File: src/cdq_pkg.sv
// Shared types and constants for the circular deque unit.
package cdq_pkg;

    // Width of the data fields on the ports
    localparam int unsigned FIELD_W = 32;
    // Width of the capacity register and of the fill count
    localparam int unsigned COUNT_W = 7;
    // Capacity after reset
    localparam logic [COUNT_W-1:0] CAP_RESET = 7'd64;

    // Operation codes carried by func
    typedef enum logic [2:0] {
        FN_PUSH_FRONT = 3'd0,
        FN_PUSH_BACK  = 3'd1,
        FN_POP_FRONT  = 3'd2,
        FN_POP_BACK   = 3'd3,
        FN_QUERY      = 3'd4
    } t_func;

    // Sequencer states
    typedef enum logic {
        ST_IDLE,
        ST_READ
    } t_state;

    // One result, as staged and as presented on the output
    typedef struct packed {
        logic               ok;
        logic [FIELD_W-1:0] front;
        logic [FIELD_W-1:0] rear;
        logic               empty;
        logic               full;
        logic [COUNT_W-1:0] count;
    } t_result;

    // Write and read request from the sequencer to the ring memory
    typedef struct packed {
        logic wr_en;
        logic rd_en;
    } t_mem_ctl;

endpackage

File: src/cdq_ring_mem.sv
// Ring store: one write port and one read port with registered read data.
module cdq_ring_mem #(
    parameter int unsigned DEPTH      = 64,
    parameter int unsigned DATA_WIDTH = 32,
    parameter int unsigned AW         = 6
) (
    input  logic                  i_clk,
    input  cdq_pkg::t_mem_ctl     i_ctl,
    input  logic [AW-1:0]         i_wr_addr,
    input  logic [DATA_WIDTH-1:0] i_wr_data,
    input  logic [AW-1:0]         i_rd_addr,
    output logic [DATA_WIDTH-1:0] o_rd_data
);

    logic [DATA_WIDTH-1:0] r_mem [DEPTH];
    logic [DATA_WIDTH-1:0] r_rd_data;

    // Write port
    always_ff @(posedge i_clk) begin
        if (i_ctl.wr_en) begin
            r_mem[i_wr_addr] <= i_wr_data;
        end
    end

    // Read port with registered read data
    always_ff @(posedge i_clk) begin
        if (i_ctl.rd_en) begin
            r_rd_data <= r_mem[i_rd_addr];
        end
    end

    assign o_rd_data = r_rd_data;

endmodule

File: src/circular_deque_unit.sv
// Circular deque unit: double-ended queue held in a ring memory.
// Each request is one operation (push front, push back, pop front, pop back,
// query) and gives exactly one result with the success flag, the front and
// rear words, the empty and full flags and the fill count after the operation.
// Front and rear words are kept in registers beside the ring memory, so pushes,
// queries, refused operations and pops that leave the deque empty finish in
// the cycle they are accepted, and a new request can follow in the next cycle
// unless the staging register is full and the output side stalls. A pop that
// leaves entries behind reads the newly exposed end word from the registered
// ring read port and passes through the read state before the next request is
// accepted. A result waits in a staging register, then the output register, so
// one more request can be taken while the output side stalls. Writing capacity
// (0 is taken as 1, values above DEPTH as DEPTH) empties the deque; the user
// must write it only while idle (not enforced). Empty deques report zero front and rear.
module circular_deque_unit #(
    parameter int unsigned DEPTH      = 64,
    parameter int unsigned DATA_WIDTH = 32
) (
    input  logic               i_clk,
    input  logic               i_rst_n,
    // configuration write channel
    input  logic               i_cfg_valid,
    output logic               o_cfg_ready,
    input  logic [6:0]         i_cfg_capacity,
    // request channel
    input  logic               i_in_valid,
    output logic               o_in_ready,
    input  logic [2:0]         i_func,
    input  logic signed [31:0] i_value,
    // result channel
    output logic               o_out_valid,
    input  logic               i_out_ready,
    output logic               o_ok,
    output logic signed [31:0] o_front_value,
    output logic signed [31:0] o_rear_value,
    output logic               o_is_empty,
    output logic               o_is_full,
    output logic [6:0]         o_fill_count
);

    localparam int unsigned IW = (DEPTH > 1) ? $clog2(DEPTH) : 1;
    localparam int unsigned CW = cdq_pkg::COUNT_W;
    localparam int unsigned PW = (IW > CW) ? IW : CW;
    localparam int unsigned FW = cdq_pkg::FIELD_W;

    // Effective capacity: clamp to 1..DEPTH
    function automatic logic [CW-1:0] f_eff_cap(input logic [CW-1:0] cap);
        logic [CW-1:0] res;
        begin
            if (cap == '0) begin
                res = CW'(1);
            end else if (32'(cap) > DEPTH) begin
                res = CW'(DEPTH);
            end else begin
                res = cap;
            end
            f_eff_cap = res;
        end
    endfunction

    // Ring index step forward with wrap at the last index in use
    function automatic logic [IW-1:0] f_next(input logic [IW-1:0] idx,
                                             input logic [PW-1:0] last_idx);
        logic [PW-1:0] w;
        begin
            w = PW'(idx);
            f_next = (w == last_idx) ? '0 : IW'(w + PW'(1));
        end
    endfunction

    // Ring index step backward with wrap to the last index in use
    function automatic logic [IW-1:0] f_prev(input logic [IW-1:0] idx,
                                             input logic [PW-1:0] last_idx);
        logic [PW-1:0] w;
        begin
            w = PW'(idx);
            f_prev = (w == '0) ? IW'(last_idx) : IW'(w - PW'(1));
        end
    endfunction

    // Stored word to port width, zero extended or truncated
    function automatic logic [FW-1:0] f_to_port(input logic [DATA_WIDTH-1:0] d);
        f_to_port = FW'({{FW{1'b0}}, d});
    endfunction

    // Deque state
    cdq_pkg::t_state       r_state, n_state;
    logic [IW-1:0]         r_head, n_head;
    logic [IW-1:0]         r_tail, n_tail;
    logic [CW-1:0]         r_count, n_count;
    logic [CW-1:0]         r_cap;
    logic [DATA_WIDTH-1:0] r_front, n_front;
    logic [DATA_WIDTH-1:0] r_rear, n_rear;
    logic                  r_fill_front, n_fill_front;

    // Result staging and output registers
    logic                  r_res_valid, n_res_valid;
    cdq_pkg::t_result      r_res, n_res;
    logic                  r_out_valid, n_out_valid;
    cdq_pkg::t_result      r_out, n_out;

    // Memory side
    cdq_pkg::t_mem_ctl     mem_ctl;
    logic [IW-1:0]         wr_addr;
    logic [IW-1:0]         rd_addr;
    logic [DATA_WIDTH-1:0] store_word;
    logic [DATA_WIDTH-1:0] rd_data;

    logic                  in_acc;
    logic                  cfg_acc;
    logic                  out_free;
    logic [PW-1:0]         cap_last;
    logic                  not_full;
    logic                  not_empty;
    logic                  op_ok;
    logic                  need_rd;
    logic [IW-1:0]         idx_tmp;

    assign out_free    = !r_out_valid || i_out_ready;
    assign o_in_ready  = (r_state == cdq_pkg::ST_IDLE) && (!r_res_valid || out_free);
    assign o_cfg_ready = 1'b1;
    assign in_acc      = i_in_valid && o_in_ready;
    assign cfg_acc     = i_cfg_valid && o_cfg_ready;
    assign cap_last    = PW'(r_cap) - PW'(1);
    assign not_full    = (r_count != r_cap);
    assign not_empty   = (r_count != '0);
    assign store_word  = DATA_WIDTH'({{DATA_WIDTH{1'b0}}, $unsigned(i_value)});

    cdq_ring_mem #(
        .DEPTH      (DEPTH),
        .DATA_WIDTH (DATA_WIDTH),
        .AW         (IW)
    ) u_mem (
        .i_clk      (i_clk),
        .i_ctl      (mem_ctl),
        .i_wr_addr  (wr_addr),
        .i_wr_data  (store_word),
        .i_rd_addr  (rd_addr),
        .o_rd_data  (rd_data)
    );

    // Sequencer: decode, update pointers, issue memory accesses, stage result
    always_comb begin
        n_state      = r_state;
        n_head       = r_head;
        n_tail       = r_tail;
        n_count      = r_count;
        n_front      = r_front;
        n_rear       = r_rear;
        n_fill_front = r_fill_front;
        n_res        = r_res;
        n_res_valid  = r_res_valid && !out_free;
        mem_ctl      = '0;
        wr_addr      = r_tail;
        rd_addr      = r_head;
        op_ok        = 1'b0;
        need_rd      = 1'b0;
        idx_tmp      = r_tail;

        unique case (r_state)
            cdq_pkg::ST_IDLE: begin
                if (in_acc) begin
                    unique case (cdq_pkg::t_func'(i_func))
                        cdq_pkg::FN_PUSH_FRONT: begin
                            if (not_full) begin
                                idx_tmp       = f_prev(r_head, cap_last);
                                mem_ctl.wr_en = 1'b1;
                                wr_addr       = idx_tmp;
                                n_head        = idx_tmp;
                                n_count       = r_count + CW'(1);
                                n_front       = store_word;
                                if (!not_empty) begin
                                    n_rear = store_word;
                                end
                                op_ok = 1'b1;
                            end
                        end
                        cdq_pkg::FN_PUSH_BACK: begin
                            if (not_full) begin
                                mem_ctl.wr_en = 1'b1;
                                wr_addr       = r_tail;
                                n_tail        = f_next(r_tail, cap_last);
                                n_count       = r_count + CW'(1);
                                n_rear        = store_word;
                                if (!not_empty) begin
                                    n_front = store_word;
                                end
                                op_ok = 1'b1;
                            end
                        end
                        cdq_pkg::FN_POP_FRONT: begin
                            if (not_empty) begin
                                n_head  = f_next(r_head, cap_last);
                                n_count = r_count - CW'(1);
                                op_ok   = 1'b1;
                                // new front must come from the ring
                                if (r_count != CW'(1)) begin
                                    need_rd       = 1'b1;
                                    mem_ctl.rd_en = 1'b1;
                                    rd_addr       = n_head;
                                    n_fill_front  = 1'b1;
                                end
                            end
                        end
                        cdq_pkg::FN_POP_BACK: begin
                            if (not_empty) begin
                                idx_tmp = f_prev(r_tail, cap_last);
                                n_tail  = idx_tmp;
                                n_count = r_count - CW'(1);
                                op_ok   = 1'b1;
                                // new rear sits one below the new tail
                                if (r_count != CW'(1)) begin
                                    need_rd       = 1'b1;
                                    mem_ctl.rd_en = 1'b1;
                                    rd_addr       = f_prev(idx_tmp, cap_last);
                                    n_fill_front  = 1'b0;
                                end
                            end
                        end
                        cdq_pkg::FN_QUERY: begin
                            op_ok = 1'b1;
                        end
                        default: begin
                            // undefined code: query without success
                            op_ok = 1'b0;
                        end
                    endcase

                    if (need_rd) begin
                        n_state = cdq_pkg::ST_READ;
                    end else begin
                        n_res_valid = 1'b1;
                        n_res.ok    = op_ok;
                        n_res.count = n_count;
                        n_res.empty = (n_count == '0);
                        n_res.full  = (n_count == r_cap);
                        n_res.front = (n_count == '0) ? '0 : f_to_port(n_front);
                        n_res.rear  = (n_count == '0) ? '0 : f_to_port(n_rear);
                    end
                end
            end
            cdq_pkg::ST_READ: begin
                // refill the exposed end from the ring read
                if (r_fill_front) begin
                    n_front = rd_data;
                end else begin
                    n_rear = rd_data;
                end
                n_res_valid = 1'b1;
                n_res.ok    = 1'b1;
                n_res.count = r_count;
                n_res.empty = 1'b0;
                n_res.full  = (r_count == r_cap);
                n_res.front = f_to_port(n_front);
                n_res.rear  = f_to_port(n_rear);
                n_state     = cdq_pkg::ST_IDLE;
            end
            default: begin
                n_state = cdq_pkg::ST_IDLE;
            end
        endcase
    end

    // Output register loads from the staging register when free
    always_comb begin
        n_out_valid = r_out_valid;
        n_out       = r_out;
        if (out_free) begin
            n_out_valid = r_res_valid;
            n_out       = r_res;
        end
    end

    // Control state
    always_ff @(posedge i_clk) begin
        if (!i_rst_n) begin
            r_state     <= cdq_pkg::ST_IDLE;
            r_head      <= '0;
            r_tail      <= '0;
            r_count     <= '0;
            r_cap       <= f_eff_cap(cdq_pkg::CAP_RESET);
            r_res_valid <= 1'b0;
            r_out_valid <= 1'b0;
        end else begin
            r_state     <= n_state;
            r_res_valid <= n_res_valid;
            r_out_valid <= n_out_valid;
            if (cfg_acc) begin
                // capacity write empties the deque
                r_head  <= '0;
                r_tail  <= '0;
                r_count <= '0;
                r_cap   <= f_eff_cap(i_cfg_capacity);
            end else begin
                r_head  <= n_head;
                r_tail  <= n_tail;
                r_count <= n_count;
            end
        end
    end

    // Payload registers
    always_ff @(posedge i_clk) begin
        r_front      <= n_front;
        r_rear       <= n_rear;
        r_fill_front <= n_fill_front;
        r_res        <= n_res;
        r_out        <= n_out;
    end

    assign o_out_valid   = r_out_valid;
    assign o_ok          = r_out.ok;
    assign o_front_value = $signed(r_out.front);
    assign o_rear_value  = $signed(r_out.rear);
    assign o_is_empty    = r_out.empty;
    assign o_is_full     = r_out.full;
    assign o_fill_count  = r_out.count;

endmodule

File: config.mk
export PLATFORM = sky130hd
export DESIGN_NAME = circular_deque_unit
export DESIGN_NICKNAME = d
export VERILOG_FILES = /design/src/cdq_pkg.sv /design/src/cdq_ring_mem.sv /design/src/circular_deque_unit.sv
export SDC_FILE = /design/constraint.sdc
export NUM_CORES = 2
export LEC_CHECK = 0
export CORE_ASPECT_RATIO = 0.8
export CORE_UTILIZATION = 30
export DETAILED_ROUTE_END_ITERATION = 8
export DONT_BUFFER_PORTS = 1
export MAX_ROUTING_LAYER = met4
export PLACE_DENSITY_LB_ADDON = 0.12
export SLEW_MARGIN = 20
export SYNTH_ARGS = -nofsm -noshare
export SYNTH_HDL_FRONTEND = slang
export SYNTH_HIERARCHICAL = 1
export SYNTH_SLANG_ARGS = --single-unit
export TNS_END_PERCENT = 5
File: constraint.sdc
create_clock -name i_clk -period 14.1 [get_ports i_clk]
set_input_delay 2.115 -clock i_clk [delete_from_list [all_inputs] [get_ports i_clk]]
set_output_delay 2.115 -clock i_clk [all_outputs]
set_load 0.01 [all_outputs]
==> metrics.txt <==
# TYPE chip_impl_metric gauge
chip_impl_info{name="min_path_type",value="reg2reg"} 1
chip_impl_metric{name="grt_start_max_net_pins",unit=""} 107
chip_impl_metric{name="critical_path_required",unit="ns"} 14.67
chip_impl_metric{name="setup_viol",unit=""} 0
chip_impl_metric{name="post-route-drc-count",unit=""} 0
chip_impl_metric{name="port_buffer_count",unit=""} 0
chip_impl_metric{name="dpl.cell_count",unit=""} 8628
chip_impl_metric{name="cts_buffer_depth",unit=""} 4
chip_impl_info{name="hold_path.startpoint",value="r_res[0]$_DFFE_PP_"} 1
chip_impl_metric{name="slowest_delay",unit="ns"} 0.82
chip_impl_metric{name="totalPowerFinal",unit="mW"} 14.7
chip_impl_info{name="worst-setup-path-type",value="reg2reg"} 1
chip_impl_metric{name="max-cap-violations",unit=""} 0
chip_impl_info{name="globalRoute.busiestLayer",value="met1"} 1
chip_impl_info{name="ys.flop_type",value="sky130_fd_sc_hd__edfxtp_1"} 1
chip_impl_metric{name="groute.layer.met3.usage",unit=""} 0.0620
chip_impl_metric{name="post_cts_hold_buffer_count",unit=""} 0
chip_impl_info{name="clock_tree.root_cell",value="sky130_fd_sc_hd__clkbuf_16"} 1
chip_impl_info{name="cp_slowest_cell",value="sky130_fd_sc_hd__buf_4"} 1
chip_impl_metric{name="worst_hold_slack",unit="ns"} 0.401
chip_impl_info{name="grt_setup_unrepaired",value="no"} 1
chip_impl_metric{name="routed_via_density",unit=""} 5.28
chip_impl_metric{name="synth_top_cell_area_share",unit=""} 0.742
chip_impl_info{name="timing.critical_path.from",value="r_cap[0]$_SDFFE_PN0P_"} 1
chip_impl_metric{name="numClockSinks",unit=""} 2322
chip_impl_metric{name="regToRegSetupSlack",unit="ns"} 6.54
chip_impl_metric{name="leakagePower",unit="nW"} 31.6
chip_impl_metric{name="drt_pre_antenna_iters",unit=""} 8
chip_impl_info{name="worst_path_dominant_cell_family",value="simple AND/OR/NAND/NOR gates"} 1
chip_impl_metric{name="groute.layer.met2.usage",unit=""} 0.276
chip_impl_metric{name="finalClockSkew",unit="ns"} 0.0570
chip_impl_metric{name="synth.avg_cell_area",unit="um2"} 19.5
chip_impl_metric{name="yosys_warnings",unit=""} 6
chip_impl_metric{name="drt.antenna.violating_nets",unit=""} 0
chip_impl_metric{name="wl",unit="um"} 304000
chip_impl_metric{name="cts_setup_buffers",unit=""} 0
chip_impl_metric{name="final_hold_violating_endpoints",unit=""} 0
chip_impl_metric{name="top_level_ports",unit=""} 124
chip_impl_info{name="regToRegStartpoint",value="r_cap[0]$_SDFFE_PN0P_"} 1
chip_impl_metric{name="rows",unit=""} 182
chip_impl_metric{name="postSynthRegisterBits",unit=""} 2322
chip_impl_info{name="min_to",value="o_fill_count[0]$_DFFE_PP_"} 1
chip_impl_info{name="worstPathCellList",value="inv_1 -> ha_1 -> or3b_1 -> xnor2_2 -> nand3_1 -> a22o_1 -> o22ai_1 -> a311oi_1 -> o32ai_4 -> buf_4 -> buf_4 -> nand2b_1 -> o22ai_1 -> nor2_1 -> nand2_1 -> a21oi_1"} 1
chip_impl_info{name="endpoint_kind",value="flop"} 1
chip_impl_metric{name="total_global_routing_track_utilization",unit=""} 0.198
chip_impl_metric{name="first_global_vias",unit=""} 47800
chip_impl_info{name="r2r_end",value="u_mem/o_rd_data[5]$_DFFE_PP_"} 1
chip_impl_metric{name="worst_ir_drop_vdd",unit="mV"} 0.0921
chip_impl_info{name="start_kind",value="flop"} 1
chip_impl_metric{name="gr-total-overflow",unit=""} 0
chip_impl_metric{name="antenna_found_initial",unit=""} 50
chip_impl_metric{name="post_route_cells_drive_above_1_share",unit=""} 0.219
chip_impl_metric{name="min_period",unit="ns"} 7.56
chip_impl_metric{name="area_delta_synth_final",unit="%"} 13.9
chip_impl_metric{name="insertion_delay",unit="ns"} 0.91
chip_impl_metric{name="gr-usage-met1",unit=""} 0.281
chip_impl_metric{name="finalCritPeriodShare",unit=""} 0.536
chip_impl_metric{name="cts_buffers",unit=""} 239
chip_impl_metric{name="normalized_max_slew_margin",unit=""} 0.214
chip_impl_metric{name="yosys.cell_types.count",unit=""} 88
chip_impl_metric{name="final_nets",unit=""} 4881
chip_impl_info{name="outcome",value="complete, no violations"} 1
chip_impl_metric{name="slew_violations",unit=""} 0
chip_impl_metric{name="reg2reg_depth",unit=""} 16
chip_impl_metric{name="hpwl",unit="um"} 175000
chip_impl_info{name="tritoncts",value="yes"} 1
chip_impl_metric{name="postSynthCellCount",unit=""} 4747
chip_impl_metric{name="totalNegativeSetupSlack",unit="ns"} 0
chip_impl_metric{name="cts-resized-gates",unit=""} 0
chip_impl_metric{name="power.density_cell_area",unit="nW/um2"} 139
chip_impl_metric{name="synth-edff-count",unit=""} 2293
chip_impl_metric{name="worstSetupPathDepth",unit=""} 16
chip_impl_metric{name="critPathArrivalTime",unit="ns"} 8.13
chip_impl_metric{name="post_synthesis_net_count",unit=""} 4807
chip_impl_metric{name="post_synth_instance_area",unit="um2"} 92800
chip_impl_metric{name="cts_htree_levels",unit=""} 4
chip_impl_metric{name="layoutNonFillerInstCount",unit=""} 9147
chip_impl_metric{name="die_area",unit="um2"} 312000
chip_impl_metric{name="worst_slew_pin_slew",unit="ns"} 1.18
chip_impl_metric{name="cp.buffers_inverters",unit=""} 3
chip_impl_metric{name="fmaxAchievable",unit="MHz"} 132
chip_impl_metric{name="route.detailed.wl_per_inst",unit="um"} 33.3
chip_impl_info{name="area_contributors_post_synth",value="sky130_fd_sc_hd__edfxtp_1, sky130_fd_sc_hd__mux4_2, sky130_fd_sc_hd__mux2i_1"} 1
chip_impl_metric{name="initial_utilization",unit=""} 0.302
chip_impl_metric{name="floorplan.die.height",unit="um"} 499
chip_impl_metric{name="path_clk_slew",unit="ns"} 0.07
chip_impl_metric{name="finalWeightedCongestion",unit=""} 0.830
chip_impl_metric{name="hold_path_stages",unit=""} 0
chip_impl_metric{name="die_width",unit="um"} 624
chip_impl_metric{name="first_iter_violations",unit=""} 5290
chip_impl_metric{name="design.core.area",unit="um2"} 307000
chip_impl_metric{name="core_util_final",unit=""} 0.344
chip_impl_info{name="synth.largest_area_cell",value="sky130_fd_sc_hd__edfxtp_1"} 1
chip_impl_metric{name="critical_path.max_fanout",unit=""} 61
chip_impl_metric{name="detailroute.via_count",unit=""} 48300
chip_impl_metric{name="postSynth.asyncResetShare",unit=""} 0
chip_impl_metric{name="wire_length_of_the_first_global_routing_pass",unit="um"} 414000
chip_impl_metric{name="post_synthesis_sequential_area_ratio",unit=""} 0.748
-- registers in the layout, summed over array words and instances, names as in the netlist --
signal and cells:
r_fill_front 1, o_fill_count 7, r_res_valid 1, o_ok 1
o_rear_value 32, r_state 1, r_tail 6, r_count 7
o_is_full 1, r_head 6, u_mem/r_mem 2048, u_mem/o_rd_data 32
o_is_empty 1, o_out_valid 1, r_rear 32, o_front_value 32
r_front 32, r_res 74, r_cap 7
-- worst reg2reg max path: cells and delay by family, from the launching register on --
family / cells / cell delay, ns
xor gates and xnor gates: 1 / 0.52
AOI/OAI and AO/OA: 6 / 1.96
adders and majority gates: 1 / 0.28
and+or+nand+nor: 5 / 2.27
buffers and inverters: 3 / 1.71
DFF: 1 / 0.49
-- cells in the mapped netlist, types with 7 or more instances --
master / number
sky130_fd_sc_hd__a22o_1: 15
sky130_fd_sc_hd__mux2i_1: 258
sky130_fd_sc_hd__nand3_1: 71
sky130_fd_sc_hd__o22ai_1: 51
sky130_fd_sc_hd__nand3b_1: 7
sky130_fd_sc_hd__a21oi_1: 67
sky130_fd_sc_hd__a211o_1: 10
sky130_fd_sc_hd__xnor2_1: 15
sky130_fd_sc_hd__or3_1: 11
sky130_fd_sc_hd__o21ai_1: 50
sky130_fd_sc_hd__o22a_1: 12
sky130_fd_sc_hd__a22oi_1: 130
sky130_fd_sc_hd__clkbuf_1: 132
sky130_fd_sc_hd__a32oi_1: 7
sky130_fd_sc_hd__mux2_2: 66
sky130_fd_sc_hd__o211ai_1: 24
sky130_fd_sc_hd__and2_1: 15
sky130_fd_sc_hd__o21ai_0: 78
sky130_fd_sc_hd__edfxtp_1: 2293
sky130_fd_sc_hd__nor4_1: 8
sky130_fd_sc_hd__nor2b_1: 23
sky130_fd_sc_hd__a311oi_1: 10
sky130_fd_sc_hd__a31oi_1: 27
sky130_fd_sc_hd__xor2_1: 16
sky130_fd_sc_hd__mux4_2: 446
sky130_fd_sc_hd__a211oi_1: 36
sky130_fd_sc_hd__inv_1: 38
sky130_fd_sc_hd__nor2_1: 151
sky130_fd_sc_hd__nor3_1: 31
sky130_fd_sc_hd__ha_1: 13
sky130_fd_sc_hd__buf_6: 37
sky130_fd_sc_hd__nand2_1: 144
sky130_fd_sc_hd__buf_4: 38
sky130_fd_sc_hd__buf_2: 73
sky130_fd_sc_hd__buf_1: 12
sky130_fd_sc_hd__o221ai_1: 19
sky130_fd_sc_hd__o21a_1: 68
sky130_fd_sc_hd__nand4_1: 70
sky130_fd_sc_hd__and3_1: 22
sky130_fd_sc_hd__dfxtp_1: 29
sky130_fd_sc_hd__a311o_1: 14
sky130_fd_sc_hd__nand2b_1: 11
sky130_fd_sc_hd__or2_2: 8
-- layout make-up --
class,instances,area [um2]
clock inverter,145,1380
antenna,82,205
clock buffer,292,6230
sequential,2322,69400
tap,4048,5060
inverter,41,158
fill,28800,202000
multi-input combinational,2083,22100
timing repair buffer,134,1070
-- stage by stage --
step | setup slack [ns] | instance area (um2)
after floorplan | 7.76 | 92800
after global placement | 5.89 | 97800
after detailed placement | 5.81 | 97900
after CTS | 6.60 | 105000
after global routing | 6.07 | 106000
final | 6.54 | 106000
-- logic make-up (layout without fill, tap and decap cells) --
logic type / count (synthesis) / after routing / synth area share
AO/OA/AOI/OAI: 666 / 666 / 0.0499
XOR/XNOR: 34 / 34 / 0.00359
adder cells (fa/ha/maj): 13 / 13 / 0.00175
buffers and inverters: 342 / 612 / 0.0205
flip-flops: 2322 / 2322 / 0.748
multiplexers: 771 / 771 / 0.144
other: 1 / 83 / 0.0000404
AND/OR/NAND/NOR: 598 / 598 / 0.0316
-- worst max path at each step --
stage	end	slack [ns]
after floorplan	u_mem/r_mem[28][0]$_DFFE_PP_	7.76
after global placement	u_mem/o_rd_data[17]$_DFFE_PP_	5.89
after detailed placement	u_mem/o_rd_data[17]$_DFFE_PP_	5.81
after CTS	u_mem/o_rd_data[8]$_DFFE_PP_	6.60
after global routing	u_mem/o_rd_data[8]$_DFFE_PP_	6.07
final	u_mem/o_rd_data[5]$_DFFE_PP_	6.54
-- cell usage in the layout, fill, tap and decap left out, types with 11 or more instances in the layout --
cell type	count
sky130_fd_sc_hd__o211ai_1	24
sky130_fd_sc_hd__nand2_1	143
sky130_fd_sc_hd__inv_1	36
sky130_fd_sc_hd__nand3_1	70
sky130_fd_sc_hd__buf_4	129
sky130_fd_sc_hd__dfxtp_1	28
sky130_fd_sc_hd__and2_1	14
sky130_fd_sc_hd__clkinv_2	42
sky130_fd_sc_hd__a311o_1	14
sky130_fd_sc_hd__xnor2_1	15
sky130_fd_sc_hd__a31oi_1	27
sky130_fd_sc_hd__a21oi_1	65
sky130_fd_sc_hd__clkinv_1	56
sky130_fd_sc_hd__bufinv_16	24
sky130_fd_sc_hd__o21ai_1	52
sky130_fd_sc_hd__o21a_1	68
sky130_fd_sc_hd__clkbuf_1	50
sky130_fd_sc_hd__a22oi_1	130
sky130_fd_sc_hd__mux2i_1	258
sky130_fd_sc_hd__clkinvlp_4	15
sky130_fd_sc_hd__or3_1	11
sky130_fd_sc_hd__xor2_1	16
sky130_fd_sc_hd__mux2_2	66
sky130_fd_sc_hd__and3_1	22
sky130_fd_sc_hd__edfxtp_1	2293
sky130_fd_sc_hd__nor2_1	83
sky130_fd_sc_hd__diode_2	82
sky130_fd_sc_hd__o21ai_0	74
sky130_fd_sc_hd__nor2_4	66
sky130_fd_sc_hd__o22ai_1	49
sky130_fd_sc_hd__nand4_1	70
sky130_fd_sc_hd__nor3_1	30
sky130_fd_sc_hd__ha_1	13
sky130_fd_sc_hd__clkbuf_16	241
sky130_fd_sc_hd__o22a_1	12
sky130_fd_sc_hd__nor2b_1	18
sky130_fd_sc_hd__a22o_1	14
sky130_fd_sc_hd__o221ai_1	19
sky130_fd_sc_hd__mux4_2	446
sky130_fd_sc_hd__a211oi_1	36
-- routing by layer --
| metal | routed length, um | up-vias | part of all wire |
|---|---|---|---|
| li1 | - | 20000 | - |
| met3 | 25200 | 330 | 0.083 |
| met4 | 6130 | 0 | 0.020 |
| met1 | 143000 | 26400 | 0.47 |
| met5 | 0 | - | 0 |
| met2 | 130000 | 1587 | 0.43 |
-- power by group --
group / switching (mW) / leakage (nW) / internal (mW)
sequential: 0.0700 / 21.1 / 7.71
combinational: 0.415 / 6.77 / 0.231
clock: 2.73 / 3.68 / 3.57
(Power assumes the default switching activity.)
